File: config.mk
export PLATFORM = sky130hd
export DESIGN_NAME = fixed_block_pool_allocator_core_flat
export DESIGN_NICKNAME = d
export VERILOG_FILES = /design/src/sv/fbpa_pkg.sv /design/src/sv/fbpa_req_if.sv /design/src/sv/fbpa_rsp_if.sv /design/src/sv/fbpa_datapath.sv /design/src/sv/fbpa_controller.sv /design/src/sv/fixed_block_pool_allocator_core.sv /design/src/flat_wrapper.sv
export SDC_FILE = /design/constraint.sdc
export NUM_CORES = 1
export LEC_CHECK = 0
export ABC_AREA = 1
export BUFFER_PORTS_ARGS = -buffer_cell sky130_fd_sc_hd__buf_2
export CORE_ASPECT_RATIO = 1.5
export CORE_MARGIN = 5
export CORE_UTILIZATION = 60
export CTS_BUF_LIST = sky130_fd_sc_hd__clkbuf_16
export DETAILED_ROUTE_END_ITERATION = 10
export GPL_ROUTABILITY_DRIVEN = 0
export PLACE_DENSITY = 0.8
export SETUP_SLACK_MARGIN = 0.3
export SLEW_MARGIN = 10
export SYNTH_ARGS = -nofsm -noshare
export SYNTH_HDL_FRONTEND = slang
export SYNTH_SLANG_ARGS = --single-unit
File: constraint.sdc
create_clock -name clk -period 9.6 [get_ports clk]
set_clock_uncertainty 0.05 [all_clocks]
set_input_delay 0 -clock clk [delete_from_list [all_inputs] [get_ports clk]]
set_output_delay 0 -clock clk [all_outputs]
set_load 0.02 [all_outputs]
File: src/sv/fbpa_pkg.sv
// Shared types and constants for the fixed block pool allocator.
`default_nettype none

package fbpa_pkg;

	localparam int MAX_BLOCKS = 32;
	localparam int IDX_W      = 5;
	localparam int CNT_W      = 6;
	localparam int ADDR_W     = 32;

	// Result status codes.
	typedef enum logic [1:0] {
		ST_OK           = 2'd0,
		ST_FULL         = 2'd1,
		ST_OUTSIDE      = 2'd2,
		ST_ALREADY_FREE = 2'd3
	} status_t;

	// Commands from the controller to the datapath.
	typedef struct packed {
		logic    load;
		logic    take_bit;
		logic    give_bit;
		logic    load_idx;
		logic    post;
		logic    post_addr;
		status_t post_status;
	} fbpa_cmd_t;

	// Status from the datapath to the controller.
	typedef struct packed {
		logic full;
		logic in_range;
		logic past_managed;
		logic bit_free;
		logic res_busy;
	} fbpa_stat_t;

endpackage

`default_nettype wire

File: src/sv/fbpa_req_if.sv
// Request channel: valid, ready and the request payload.
`default_nettype none

interface fbpa_req_if;

	logic        valid;
	logic        ready;
	logic        mode;
	logic [31:0] free_address;

	modport source (output valid, output mode, output free_address, input ready);
	modport sink (input valid, input mode, input free_address, output ready);

endinterface

`default_nettype wire

File: src/sv/fbpa_rsp_if.sv
// Response channel: valid, ready and the result payload.
`default_nettype none

interface fbpa_rsp_if;

	logic        valid;
	logic        ready;
	logic [1:0]  status;
	logic [31:0] block_address;
	logic [5:0]  blocks_in_use;

	modport source (output valid, output status, output block_address,
		output blocks_in_use, input ready);
	modport sink (input valid, input status, input block_address,
		input blocks_in_use, output ready);

endinterface

`default_nettype wire

File: src/sv/fbpa_datapath.sv
// Datapath of the allocator: free map, use count, address math and result register.
`default_nettype none

module fbpa_datapath import fbpa_pkg::*; #(
	parameter int POOL_BYTES  = 1024,
	parameter int BLOCK_BYTES = 32
) (
	input  wire logic              clk,
	input  wire logic              arst_n,
	input  wire logic              cfg_we,
	input  wire logic [ADDR_W-1:0] cfg_wdata,
	input  wire logic [ADDR_W-1:0] req_free_address,
	input  wire fbpa_cmd_t         cmd,
	output fbpa_stat_t             stat,
	fbpa_rsp_if.source             rsp
);

	localparam int RAW_BLOCKS = POOL_BYTES / BLOCK_BYTES;
	localparam int MANAGED    = (RAW_BLOCKS > MAX_BLOCKS) ? MAX_BLOCKS : RAW_BLOCKS;
	localparam int BLK_W      = $clog2(BLOCK_BYTES + 1);
	localparam int PROD_W     = BLK_W + IDX_W;
	localparam logic [MAX_BLOCKS-1:0] MANAGED_MASK = (MANAGED >= MAX_BLOCKS) ? '1 :
		MAX_BLOCKS'((64'd1 << MANAGED) - 64'd1);
	localparam logic [CNT_W-1:0]  MANAGED_CNT = CNT_W'(MANAGED);
	localparam logic [ADDR_W-1:0] POOL_LIMIT  = ADDR_W'(POOL_BYTES);

	logic [ADDR_W-1:0]     pool_base_q;
	logic [MAX_BLOCKS-1:0] free_map_q;
	logic [CNT_W-1:0]      used_q;
	logic [ADDR_W-1:0]     offset_q;
	logic [CNT_W-1:0]      cnt_q;
	logic                  res_valid_q;
	status_t               res_status_q;
	logic [ADDR_W-1:0]     res_addr_q;
	logic [CNT_W-1:0]      res_used_q;

	logic [MAX_BLOCKS-1:0] free_avail;
	logic [IDX_W-1:0]      lowest_idx;
	logic                  any_free;
	logic [ADDR_W-1:0]     load_offset;
	logic [CNT_W-1:0]      blk_idx;
	logic [PROD_W-1:0]     blk_offset;
	logic [ADDR_W-1:0]     grant_addr;
	logic [CNT_W-1:0]      used_next;

	// Lowest free block among the managed ones.
	always_comb begin
		free_avail = free_map_q & MANAGED_MASK;
		any_free   = |free_avail;
		lowest_idx = '0;
		for (int i = MAX_BLOCKS - 1; i >= 0; i--) begin
			if (free_avail[i]) begin
				lowest_idx = IDX_W'(i);
			end
		end
	end

	// Block index of the request offset: the number of block boundaries at or below it,
	// found by comparing against every boundary at once and capped at the block limit.
	always_comb begin
		blk_idx = '0;
		for (int j = 1; j <= MAX_BLOCKS; j++) begin
			if (offset_q >= ADDR_W'(j * BLOCK_BYTES)) begin
				blk_idx = CNT_W'(j);
			end
		end
	end

	// Address math: request offset and granted block address.
	assign load_offset = req_free_address - pool_base_q;
	assign blk_offset  = PROD_W'(cnt_q[IDX_W-1:0]) * PROD_W'(BLOCK_BYTES);
	assign grant_addr  = pool_base_q + ADDR_W'(blk_offset);

	// Use count after the current command.
	always_comb begin
		used_next = used_q;
		if (cmd.take_bit) begin
			used_next = used_q + CNT_W'(1);
		end else if (cmd.give_bit && (used_q != '0)) begin
			used_next = used_q - CNT_W'(1);
		end
	end

	// Status toward the controller.
	always_comb begin
		stat.full         = (used_q >= MANAGED_CNT) || !any_free;
		stat.in_range     = offset_q < POOL_LIMIT;
		stat.past_managed = cnt_q >= MANAGED_CNT;
		stat.bit_free     = free_map_q[cnt_q[IDX_W-1:0]];
		stat.res_busy     = res_valid_q && !rsp.ready;
	end

	// Configuration, free map, use count and result valid.
	always_ff @(posedge clk or negedge arst_n) begin
		if (!arst_n) begin
			pool_base_q <= '0;
			free_map_q  <= '1;
			used_q      <= '0;
			res_valid_q <= 1'b0;
		end else begin
			if (cfg_we) begin
				pool_base_q <= cfg_wdata;
			end
			if (cmd.take_bit) begin
				free_map_q[lowest_idx] <= 1'b0;
			end else if (cmd.give_bit) begin
				free_map_q[cnt_q[IDX_W-1:0]] <= 1'b1;
			end
			used_q <= used_next;
			if (cmd.post) begin
				res_valid_q <= 1'b1;
			end else if (rsp.ready) begin
				res_valid_q <= 1'b0;
			end
		end
	end

	// Working registers of the request and the result payload.
	always_ff @(posedge clk) begin
		if (cmd.load) begin
			offset_q <= load_offset;
			cnt_q    <= '0;
		end else if (cmd.take_bit) begin
			cnt_q <= CNT_W'(lowest_idx);
		end else if (cmd.load_idx) begin
			cnt_q <= blk_idx;
		end
		if (cmd.post) begin
			res_status_q <= cmd.post_status;
			res_addr_q   <= cmd.post_addr ? grant_addr : '0;
			res_used_q   <= used_next;
		end
	end

	assign rsp.valid         = res_valid_q;
	assign rsp.status        = res_status_q;
	assign rsp.block_address = res_addr_q;
	assign rsp.blocks_in_use = res_used_q;

	// The use count always matches the number of cleared managed bits.
	a_count_matches_map: assert property (@(posedge clk) disable iff (!arst_n)
		(32'(used_q) + 32'($countones(free_map_q & MANAGED_MASK))) == 32'(MANAGED))
		else $error("use count disagrees with free map");

	// Bits beyond the managed blocks are never cleared.
	a_unmanaged_free: assert property (@(posedge clk) disable iff (!arst_n)
		(free_map_q | MANAGED_MASK) == '1)
		else $error("unmanaged block marked in use");

	// A new result never overwrites one that has not been taken.
	a_no_overwrite: assert property (@(posedge clk) disable iff (!arst_n)
		cmd.post |-> (!res_valid_q || rsp.ready))
		else $error("result register overwritten");

	// A grant only happens when a free managed block exists.
	a_take_has_free: assert property (@(posedge clk) disable iff (!arst_n)
		cmd.take_bit |-> (any_free && (used_q < MANAGED_CNT)))
		else $error("grant with no free block");

endmodule

`default_nettype wire

File: src/sv/fbpa_controller.sv
// Controller state machine of the allocator: sequences allocate and free requests.
`default_nettype none

module fbpa_controller import fbpa_pkg::*; (
	input  wire logic       clk,
	input  wire logic       arst_n,
	fbpa_req_if.sink        req,
	input  wire fbpa_stat_t stat,
	output fbpa_cmd_t       cmd
);

	typedef enum logic [2:0] {
		S_IDLE,
		S_ALLOC,
		S_ADDR,
		S_FREE_CHK,
		S_FREE_APPLY
	} state_t;

	state_t state_q;
	logic   accept;

	assign req.ready = (state_q == S_IDLE) && !stat.res_busy;
	assign accept    = req.valid && req.ready;

	// Commands for the datapath in each state.
	always_comb begin
		cmd             = '0;
		cmd.post_status = ST_OK;
		case (state_q)
			S_IDLE: begin
				cmd.load = accept;
			end
			S_ALLOC: begin
				if (stat.full) begin
					cmd.post        = 1'b1;
					cmd.post_status = ST_FULL;
				end else begin
					cmd.take_bit = 1'b1;
				end
			end
			S_ADDR: begin
				cmd.post      = 1'b1;
				cmd.post_addr = 1'b1;
			end
			S_FREE_CHK: begin
				if (!stat.in_range) begin
					cmd.post        = 1'b1;
					cmd.post_status = ST_OUTSIDE;
				end else begin
					cmd.load_idx = 1'b1;
				end
			end
			S_FREE_APPLY: begin
				if (stat.past_managed) begin
					cmd.post        = 1'b1;
					cmd.post_status = ST_OUTSIDE;
				end else if (stat.bit_free) begin
					cmd.post        = 1'b1;
					cmd.post_status = ST_ALREADY_FREE;
				end else begin
					cmd.give_bit = 1'b1;
					cmd.post     = 1'b1;
				end
			end
			default: begin
				cmd = '0;
			end
		endcase
	end

	// State register.
	always_ff @(posedge clk or negedge arst_n) begin
		if (!arst_n) begin
			state_q <= S_IDLE;
		end else begin
			case (state_q)
				S_IDLE: begin
					if (accept) begin
						state_q <= req.mode ? S_FREE_CHK : S_ALLOC;
					end
				end
				S_ALLOC: begin
					state_q <= stat.full ? S_IDLE : S_ADDR;
				end
				S_ADDR: begin
					state_q <= S_IDLE;
				end
				S_FREE_CHK: begin
					state_q <= stat.in_range ? S_FREE_APPLY : S_IDLE;
				end
				S_FREE_APPLY: begin
					state_q <= S_IDLE;
				end
				default: begin
					state_q <= S_IDLE;
				end
			endcase
		end
	end

endmodule

`default_nettype wire

File: src/sv/fixed_block_pool_allocator_core.sv
// Top level of the fixed block pool allocator.
// Allocate: S_ALLOC takes the lowest free block, S_ADDR posts its address (a full pool
// is posted from S_ALLOC). Free: S_FREE_CHK checks the range and loads the index, then
// S_FREE_APPLY updates the bit (an address outside the pool is posted from S_FREE_CHK).
// One request is in flight at a time; the next beat can be taken as the result beat leaves.
// Reset (arst_n low, asynchronous) marks every block free, zeroes the count and pool base.
`default_nettype none

module fixed_block_pool_allocator_core import fbpa_pkg::*; #(
	parameter int POOL_BYTES  = 1024,
	parameter int BLOCK_BYTES = 32
) (
	input  wire logic              clk,
	input  wire logic              arst_n,
	input  wire logic              cfg_we,
	input  wire logic [ADDR_W-1:0] cfg_wdata,
	fbpa_req_if.sink               req,
	fbpa_rsp_if.source             rsp
);

	fbpa_cmd_t  cmd;
	fbpa_stat_t stat;

	// Request sequencing.
	fbpa_controller u_ctrl (
		.clk    (clk),
		.arst_n (arst_n),
		.req    (req),
		.stat   (stat),
		.cmd    (cmd)
	);

	// Free map, count and result register.
	fbpa_datapath #(
		.POOL_BYTES  (POOL_BYTES),
		.BLOCK_BYTES (BLOCK_BYTES)
	) u_dp (
		.clk              (clk),
		.arst_n           (arst_n),
		.cfg_we           (cfg_we),
		.cfg_wdata        (cfg_wdata),
		.req_free_address (req.free_address),
		.cmd              (cmd),
		.stat             (stat),
		.rsp              (rsp)
	);

endmodule

`default_nettype wire
File: src/flat_wrapper.sv
// flat-port wrapper written by rule: the top's interface ports become plain ports
module fixed_block_pool_allocator_core_flat import fbpa_pkg::*;
#(
	parameter int POOL_BYTES  = 1024,
	parameter int BLOCK_BYTES = 32
)
  (clk, arst_n, cfg_we, cfg_wdata, req_valid, req_mode, req_free_address, req_ready, rsp_valid, rsp_status, rsp_block_address, rsp_blocks_in_use, rsp_ready);
  fbpa_req_if req_i ();
  fbpa_rsp_if rsp_i ();
  input  wire logic clk;
  input  wire logic arst_n;
  input  wire logic cfg_we;
  input  wire logic [ADDR_W-1:0] cfg_wdata;
  input wire logic [$bits(req_i.valid)-1:0] req_valid;
  input wire logic [$bits(req_i.mode)-1:0] req_mode;
  input wire logic [$bits(req_i.free_address)-1:0] req_free_address;
  output wire logic [$bits(req_i.ready)-1:0] req_ready;
  output wire logic [$bits(rsp_i.valid)-1:0] rsp_valid;
  output wire logic [$bits(rsp_i.status)-1:0] rsp_status;
  output wire logic [$bits(rsp_i.block_address)-1:0] rsp_block_address;
  output wire logic [$bits(rsp_i.blocks_in_use)-1:0] rsp_blocks_in_use;
  input wire logic [$bits(rsp_i.ready)-1:0] rsp_ready;
  assign req_i.valid = req_valid;
  assign req_i.mode = req_mode;
  assign req_i.free_address = req_free_address;
  assign req_ready = req_i.ready;
  assign rsp_valid = rsp_i.valid;
  assign rsp_status = rsp_i.status;
  assign rsp_block_address = rsp_i.block_address;
  assign rsp_blocks_in_use = rsp_i.blocks_in_use;
  assign rsp_i.ready = rsp_ready;
  fixed_block_pool_allocator_core #(.POOL_BYTES(POOL_BYTES), .BLOCK_BYTES(BLOCK_BYTES)) u_core (.clk(clk), .arst_n(arst_n), .cfg_we(cfg_we), .cfg_wdata(cfg_wdata), .req(req_i), .rsp(rsp_i));
endmodule
Word level (Yosys, flattened, before mapping)
Cells that the tools add are included.
Storage, ports and cells
  bits in writable memories: 0
  word-level logic and storage cells: 180
  flip-flop bits (word level): 152
  output and inout port bits: 42
  input port bits: 70
  bits in latches: 0
  memory bits (read-only): 0
  memories: 0
Operators by class
  bitwise logic cells: 3
  add/subtract/negate cells: 4
  reductions and logical operators: 18
  div/mod/pow operators: 0
  $mul: 0
  multiplexer cells: 100
  shifts and indexed selects: 0
  $lt $le $gt $ge: 39
  equal/unequal tests: 5
Operators with widths (count)
  32-bit by 10-bit greater-or-equal comparator with 1-bit output, second input constant: 16
  32-bit by 9-bit greater-or-equal comparator with 1-bit output, second input constant: 8
  6-bit two-way mux: 33
  5-bit two-way mux: 34
  32-bit by 8-bit greater-or-equal comparator with 1-bit output, second input constant: 4
  32-bit by 7-bit greater-or-equal comparator with 1-bit output, second input constant: 2
  32-bit two-way mux: 2
  32-bit by 10-bit adder with 32-bit output: 1
  32-bit bitwise AND: 1
  32-bit by 11-bit greater-or-equal comparator with 1-bit output, second input constant: 1
  32-bit by 6-bit greater-or-equal comparator with 1-bit output, second input constant: 1
  32-bit by 11-bit < comparator with 1-bit output, second input constant: 1
  32-bit NOT: 1
  32-bit OR: 1
  32-bit OR reduction: 1
  32-bit subtractor: 1
  1-bit two-way mux: 18
  6-bit greater-or-equal comparator, second input constant: 2
  5-bit by 6-bit < comparator with 1-bit output, second input constant: 2
  1-bit demux with 5-bit select: 2
  5-bit by 1-bit greater-or-equal comparator with 1-bit output, second input constant: 2
  2-bit two-way mux: 5
  3-bit one-hot mux with 3 select lines: 1
  6-bit by 1-bit adder with 6-bit output, second input constant: 1
  16 further kinds: 28

Logic depth before layout (Yosys ltp)
Gate-level depths: netlist (run 1).
  depth after elaboration: 39
  gate-level depth with buffers: 35

By module
A second synthesis (run 1) with hierarchy kept.
Second synthesis, totals
  cell total of the unflattened synthesis: 1076
  area total of the unflattened synthesis: 8893.5 um2
By module, submodules not included
  fbpa_datapath: cells an instance 1038, seq. area each 3948.8 um2, instances 1, area each 8639.5 um2
  fbpa_controller: cells an instance 38, seq. area each 75.1 um2, instances 1, area each 254.0 um2

Worst setup path after synthesis (run 1)
OpenSTA, ideal clock, no wires.
  kind: register -> register
  from: reg u_core.u_dp.offset_q[11]
  to: reg u_core.u_dp.res_valid_q, in the netlist u_core.u_dp.rsp.valid
  setup slack: 6.375 ns
  data required time: 9.410 ns
  setup time: 0.140 ns
  cell stages (with the launch flop): 9
  arrival: 3.034 ns
  period minus slack after synthesis: 3.225 ns
  path buffers: 0
  cell sequence: edfxtp_1 or2_1 nor2_4 inv_2 nor2_4 inv_1 nand2_1 nand4_1 or2_2
RTL lines
  from (decl): line fbpa_datapath.sv:30  | logic [ADDR_W-1:0] offset_q;
  from (signal assigned): line fbpa_datapath.sv:121  | offset_q <= load_offset;
  to (signal assigned): line fbpa_datapath.sv:99  | res_valid_q <= 1'b0;
  to (signal assigned): line fbpa_datapath.sv:111  | res_valid_q <= 1'b1;
  to (signal assigned): line fbpa_datapath.sv:113  | res_valid_q <= 1'b0;
  to (decl): line fbpa_datapath.sv:32  | logic res_valid_q;

Final worst setup path (run 1)
  from: reg u_core.u_dp.cnt_q[0]
  to: reg u_core.u_dp.res_addr_q[31], in the netlist u_core.u_dp.rsp.block_address[31], data pin
On the way
  word-level cells in the longest chain between the ends: 1
RTL lines
  from (decl): line fbpa_datapath.sv:31  | logic [CNT_W-1:0] cnt_q;
  from (signal assigned): line fbpa_datapath.sv:124  | cnt_q <= CNT_W'(lowest_idx);
  from (signal assigned): line fbpa_datapath.sv:126  | cnt_q <= blk_idx;
  32-bit by 10-bit adder with 32-bit output: line fbpa_datapath.sv:72  | assign grant_addr = pool_base_q + ADDR_W'(blk_offset);
  to (signal assigned): line fbpa_datapath.sv:130  | res_addr_q <= cmd.post_addr ? grant_addr : '0;
  to (decl): line fbpa_datapath.sv:34  | logic [ADDR_W-1:0] res_addr_q;
No other way between the ends.
A chain may end at the register's enable or synchronous reset.

==> summary.md, run 1 <==
| Metric | Value |
|---|---|
| Slowest CP cell | `dfxtp_1` |
| FF+latch count, synth | `147` |
| Synthesized Nets | `1,184` |
| Vias in the first global route | `8,144` |
| Clk_lat worst skew | `around 430 ps` |
| Fraction of registers with async set/reset | `50.3%` |
| Critical R2R Launch | `u_core.u_dp.cnt_q[0]$_SDFFE_PP0P_` |
| Per-cell routed wire length | `about 16 um` |
| Most used cell, CP | `nand2_1` |
| Measured slew at the worst slew-check pin | `1090 ps` |
| Initial antenna violation count | `1` |
| Hold/Removal Path Class | `primary input to register` |
| FILL cells | `1,081` |
| Avg Synthesized Cell Area | `8.13 um2` |
| Top_reg_cell synth | `edfxtp_1` |
| Max-cap violations | `0` |
| Cell area power density | `193 nW/um2` |
| Final worst slack | `5860 ps` |
| Cell chain of the critical path | `ha_1, inv_1, fa_1, inv_1, nand3_1, nand2_1, a21oi_1, nor4_2, inv_2, nor3_2, nand2_1, nor2_2, nand2_2, nor2_4, nand2_2, nor3_4, nand3_2, nor4_4, nand2_1, nor2_2, nand2_1, o21a_1` |
| Nets | `1,338` |
| Most common cell after layout, fill and taps aside | `nand2_1` |
| Critical Path Start Type | `register` |
| Post-CTS setup buffers | `0` |
| Core box area | `14,400 um2` |
| DIE WIDTH | `108 um` |
| Worst Hold Slack | `41.5 ps` |
| Initial drt markers | `roughly 470` |
| CP max stage delay | `between 400 and 500 ps` |
| # IOs | `112` |
| Inst Count DP | `roughly 1,400` |
| Post-DRT Antenna Nets | `0` |
| Sum Neg Setup Slack | `0 ps` |
| Worst slew margin | `26.9%` |
| Clock sink count | `roughly 150` |
| All-layer global routing usage | `between 20% and 30%` |
| Fin. Hold Viols | `0` |
| Final Util | `72.5%` |
| Die height | `158 um` |
| CTS Buffer Depth | `2` |
| Hold path start | `req_free_address[21]` |
| Max Slew Vio Count | `0` |
| Mapped Cells | `around 1,100` |
| Number of synthesized flops with an enable pin | `67` |
| Cell area after synthesis | `8730 um2` |
| P_leak | `4.89 nW` |
| Peak supply drop | `0.158 mV` |
| Initial Util | `60.6%` |
| Sequential area share after synthesis | `46.1%` |
| Final number of setup-violating endpoints | `0` |
| Finished Layout Cells | `1,436` |
| Diode count | `0` |
| Warnings from Yosys | `0` |
| Reg2Reg Setup Slack | `5860 ps` |
| Worst EP required | `between 9000 and 10,000 ps` |
| Status | `completed` |
| Critical setup path kind | `register to register` |
| RSZ-0062 raised after global routing | `false` |
| HPWL Detailed | `between 15 and 20 mm` |
| Most frequent cells in the layout | `221 x nand2_1, 167 x inv_1, 124 x o21ai_0, 110 x buf_2, 102 x nor2_1` |
| Via density | `5.52` |
| DIE AREA | `17,100 um2` |
| Row count | `54` |
| Drt first pass iters | `5` |
| FMAX | `0.268 GHz` |
| Worst Path Arrival | `3870 ps` |
| R2r endpoint | `u_core.u_dp.rsp.block_address[31]$_SDFFCE_PP0P_` |
| WL final | `22.9 mm` |
| Post-synth cell types | `50` |
| Worst-path clk slew | `approximately 60 ps` |
| Share of cells above drive strength 1 | `17.3%` |
| Wire length of the first global-routing pass | `between 30 and 40 mm` |
| Hold Path Stages | `3` |
| # DRC | `0` |
| Via count | `7,922` |
| Worst setup EP type | `register` |
| Worst Setup SP | `u_core.u_dp.cnt_q[0]$_SDFFE_PP0P_` |
| Remaining global-route overflow | `0` |
| Post-place setup slack | `approximately 6000 ps` |
| Post-route minimum period | `3740 ps` |
| CTS Buf Count | `17` |
| CP Buf/Inv Count | `3` |
| Largest net degree at the start of global routing | `75` |
| CTS root buffer | `clkbuf_16` |
| Area grow syn2layout | `19.6%` |
| PortBufs | `approximately 110` |
| Worst-path fanout max | `6` |
| Crit-path leading delay family | `simple AND/OR/NAND/NOR gates` |
| Worst Reg-to-Reg Cells | `22` |
| H-tree levels | `4` |
| CTS tree | `yes` |
| Worst min-delay path endpoint | `u_core.u_dp.offset_q[21]$_DFFE_PP_` |
| Final critical-path share of the clock period | `38.9%` |
kinds of logic (layout without fill, tap and decap cells):
family                     after synthesis  in the layout  synth area share [%]
adders and majority gates               41             41                  6.05
and+or+nand+nor                        407            407                  20.2
AOI/OAI and AO/OA                      255            255                  16.1
buffers and inverters                  190            357                  8.23
DFF                                    147            147                  46.1
xor gates and xnor gates                33             33                  3.31
through the flow:
step	area (um2)	total power, W
3_5_place_dp	9490	0.00137
4_1_cts	10400	0.00202
2_1_floorplan	8730	0.00119
3_3_place_gp	9490	0.00136
6_report	10400	0.00202
5_1_grt	10400	0.00211
cell usage after synthesis (5+ instances only):
library cell | instances | area (um2)
nand2_1 | 221 | 830
inv_1 | 168 | 631
o21ai_0 | 124 | 621
nor2_1 | 102 | 383
a21oi_1 | 68 | 340
edfxtp_1 | 67 | 2010
dfrtp_1 | 42 | 1050
ha_1 | 39 | 488
dfstp_2 | 32 | 841
xor2_1 | 25 | 219
nor3_1 | 24 | 120
nand3_1 | 20 | 100
o22ai_1 | 20 | 125
clkbuf_1 | 11 | 41.3
o21ai_1 | 9 | 45.0
xnor2_1 | 8 | 70.1
inv_2 | 7 | 26.3
nand4_1 | 7 | 43.8
dfxtp_1 | 6 | 120
nand2_2 | 6 | 37.5
a31oi_1 | 5 | 31.3
nor4_1 | 5 | 31.3
registers in the layout (all words and copies together) (netlist names):
| name | cells |
|---|---|
| u_core.u_dp.rsp.block_address | 32 |
| u_core.u_dp.cnt_q | 6 |
| u_core.u_dp.rsp.blocks_in_use | 6 |
| u_core.u_dp.free_avail | 32 |
| u_core.u_dp.offset_q | 27 |
| u_core.u_dp.pool_base_q | 32 |
| u_core.u_dp.rsp.valid | 1 |
| u_core.u_dp.rsp.status | 2 |
| u_core.u_ctrl.state_q | 3 |
| u_core.u_dp.used_q | 6 |
cell type report:
class	count	area [um2]	share of cell area, %
Sequential cell	147	4020	38.6
Multi-Input combinational cell	736	3990	38.2
Timing Repair Buffer	150	943	9.04
Inverter	175	657	6.30
Clock buffer	17	425	4.08
Tap cell	196	245	2.35
Clock inverter	15	149	1.43
per-layer routing:
metal | global-route usage (%) | wire, um | vias to the layer above
met5 | 0 | 7 | -
li1 | - | - | 3861
met1 | 28.3 | 8120 | 3638
met2 | 52.1 | 12300 | 314
met3 | 6.08 | 1370 | 107
met4 | 16.7 | 1170 | 2
repair_timing:
item / 4_1_cts / 5_1_grt
resized for setup: 0 / 0
hold buffers: 37 / 0
endpoints found under the hold margin: 79 / 0
worst max-delay path by stage:
stage               cells past startpoint                                               to
finish                                 22  u_core.u_dp.rsp.block_address[31]$_SDFFCE_PP0P_
global route                           22  u_core.u_dp.rsp.block_address[31]$_SDFFCE_PP0P_
CTS                                    22  u_core.u_dp.rsp.block_address[31]$_SDFFCE_PP0P_
detailed placement                     22  u_core.u_dp.rsp.block_address[31]$_SDFFCE_PP0P_
global placement                       22  u_core.u_dp.rsp.block_address[31]$_SDFFCE_PP0P_
floorplan                               8                u_core.u_dp.rsp.valid$_DFFE_PN0P_
where the power goes:
part / switching, W / internal, W
clock: 0.000279 / 0.000363
sequential: 0.0000438 / 0.000818
combinational: 0.000359 / 0.000155
total: 0.000681 / 0.00134
tightest hold or removal path, stage by stage:
cell and delay [ps]:
buf_2 80, ha_1 190, xor2_1 80
No activity file was read; power rests on OpenSTA's default activity.
==> run 2, diff against run 1 <==
- CORE_UTILIZATION: 60 -> 53
- PLACE_DENSITY: 0.8 -> 0.75
- clock period: 9.6 -> 3.14 ns (I/O delays scaled with it)
==> run 2 against run 1 <==
Against the previous run:
- the flow now finishes with violations (negative setup slack)
- wire length grew 28%
- clock power grew to 3.3 times the previous value
- register-to-register slack lost 6100 ps
- global-route usage shrank 0.32 points
- non-clock buffer count grew 125
- sequential power grew to 3.1 times the previous value
- total power grew to 3.3 times the previous value
- fmax grew 9.3%
- critical path depth shrank 5
- combinational power grew to 3.9 times the previous value
- worst hold slack lost 13 ps
==> summary.md, run 2 (same netlist as run 1, synthesis figures left out) <==
| Metric | Value |
|---|---|
| Status | `complete, but fails checks` |
| Violated checks | `negative setup slack` |
| Core box area | `16,200 um2 (+12%)` |
| Critical setup path kind | `register to register` |
| Via density | `5.69 (+3.1%)` |
| H-tree levels | `4 (unchanged)` |
| # DRC | `0 (unchanged)` |
| Most common cell after layout, fill and taps aside | `nand2_1` |
| Final critical-path share of the clock period | `109% (+70 points)` |
| Via count | `8,946 (+13%)` |
| CTS Buf Count | `17 (unchanged)` |
| DIE WIDTH | `115 um (+5.8%)` |
| Post-DRT Antenna Nets | `0 (unchanged)` |
| Largest net degree at the start of global routing | `75 (unchanged)` |
| Worst-path fanout max | `3 (-3)` |
| Worst-path clk slew | `70 ps (about the same)` |
| Remaining global-route overflow | `0 (unchanged)` |
| # IOs | `112 (unchanged)` |
| Area grow syn2layout | `39.5%` |
| Diode count | `0 (unchanged)` |
| CTS root buffer | `clkbuf_16` |
| Clk_lat worst skew | `440 ps (about the same)` |
| Per-cell routed wire length | `18.7 um (+17%)` |
| Peak supply drop | `0.468 mV (+200%)` |
| P_leak | `5.64 nW (+15%)` |
| Row count | `57 (+5.6%)` |
| Clock sink count | `147 (unchanged)` |
| Worst EP required | `3340 ps (-6400 ps)` |
| Fin area | `12,200 um2 (+17%)` |
| Initial antenna violation count | `1 (unchanged)` |
| Worst Path Arrival | `3620 ps (-250 ps)` |
| Inst Count DP | `1,420 (+3.9%)` |
| CTS Buffer Depth | `2 (unchanged)` |
| All-layer global routing usage | `27.8% (-0.32 points)` |
| HPWL Detailed | `17.2 mm (+3.0%)` |
| Vias in the first global route | `8,735 (+7.3%)` |
| Worst setup EP type | `register` |
| Initial drt markers | `693 (+49%)` |
| Hold/Removal Path Class | `primary input to register` |
| Share of cells above drive strength 1 | `33.4% (+16 points)` |
| Drt first pass iters | `6 (+1)` |
| FMAX | `0.293 GHz (+9.3%)` |
| WL final | `29.3 mm (+28%)` |
| Wire length of the first global-routing pass | `41.7 mm (+12%)` |
| Most frequent cells in the layout | `199 x nand2_1, 153 x inv_1, 110 x buf_2, 99 x nor2_1, 96 x buf_4` |
| Initial Util | `53.9% (-6.7 points)` |
| Fin. Hold Viols | `0 (unchanged)` |
| Worst slew margin | `30.6% (+3.6 points)` |
| PortBufs | `111 (unchanged)` |
| CTS tree | `yes` |
| Max-cap violations | `0 (unchanged)` |
| Nets | `1,465 (+9.5%)` |
| Max Slew Vio Count | `0 (unchanged)` |
| DIE AREA | `19,200 um2 (+12%)` |
| Post-route minimum period | `3420 ps (-319 ps)` |
| Final worst slack | `-278 ps (-6140 ps)` |
| Critical Path Start Type | `register` |
| Measured slew at the worst slew-check pin | `1040 ps (-47.8 ps)` |
| Placed inst area | `9880 um2 (+4.1%)` |
| Cell area power density | `555 nW/um2 (+190%)` |
| RSZ-0062 raised after global routing | `true` |
| Finished Layout Cells | `1,573 (+9.5%)` |
| Final number of setup-violating endpoints | `14 (+14)` |
| Die height | `167 um (+6.0%)` |
-- run 2: final cells by class --
cell class	instances	area [um2]
clock inverters	14	150
fillers	1006	4020
inverters	175	676
repair buffers	275	2000
clock buffers	18	450
multi-input cells	736	4600
repair inverters	2	15.0
flip-flops and latches	147	4030
well taps	206	258
-- run 2: timing repair --
item | CTS | global route
gates cloned | 0 | 2
setup buffers | 50 | 32
pin swaps | 25 | 23
hold buffers | 37 | 0
endpoints found under the setup margin | 64 | 76
gates resized for setup | 96 | 107
endpoints found under the hold margin | 80 | 0
-- run 2: final timing paths --
kind,startpoint,end,slack [ps],cells after the start
min in group asynchronous,arst_n,u_core.u_dp.pool_base_q[8]$_DFFE_PN0P_,240,2
min reg2reg,u_core.u_dp.free_avail[30]$_DFFE_PN1P_,u_core.u_dp.free_avail[30]$_DFFE_PN1P_,450,2
min,req_free_address[20],u_core.u_dp.offset_q[20]$_DFFE_PP_,30,3
max reg2reg,u_core.u_dp.pool_base_q[0]$_DFFE_PN0P_,u_core.u_dp.offset_q[30]$_DFFE_PP_,-280,17
max in group asynchronous,arst_n,u_core.u_dp.pool_base_q[23]$_DFFE_PN0P_,2180,2
max,u_core.u_dp.pool_base_q[0]$_DFFE_PN0P_,u_core.u_dp.offset_q[30]$_DFFE_PP_,-280,17
-- run 2: worst max-delay path, cell delays in order (launching register included) --
cell      delay (ps)
dfrtp_1          390
ha_2             190
fa_2             340
o21ai_2          140
a21oi_2           70
buf_4            150
o21bai_4         120
a21oi_2           70
o21bai_2         150
a21boi_2         100
o21ai_2          220
a21oi_2          120
o21ai_2          200
a21boi_2          90
o21bai_2         230
a21boi_2         140
o21ai_1          190
xor2_1           270
-- run 2: per-layer routing --
layer	vias up	share of wire, %	GRT usage, %	wire [um]
met2	510	54	53.0	15900
met5	-	0.041	0	12
li1	4119	-	-	-
met4	2	5.8	13.5	1710
met1	4159	33	28.0	9680
met3	156	6.9	5.45	2020
-- run 2: through the flow --
| stage | utilization [%] | setup TNS (ps) | power, W | hold slack [ps] | setup WS, ps |
|---|---|---|---|---|---|
| floorplan | - | -2.65 | 0.00364 | -346 | -2.65 |
| global placement | 61.0 | -240 | 0.00422 | 150 | -112 |
| detailed placement | 61.0 | -517 | 0.00425 | 158 | -160 |
| CTS | 71.4 | -237 | 0.00654 | 27.5 | -121 |
| global route | 75.2 | -6770 | 0.00702 | 48.2 | -524 |
| finish | 75.2 | -1960 | 0.00676 | 28.8 | -278 |
-- run 2: power breakdown --
group	internal [W]	switching, W	leakage [nW]
combinational	0.000726	0.00130	3.79
clock	0.00123	0.000866	0.299
sequential	0.00250	0.000146	1.55
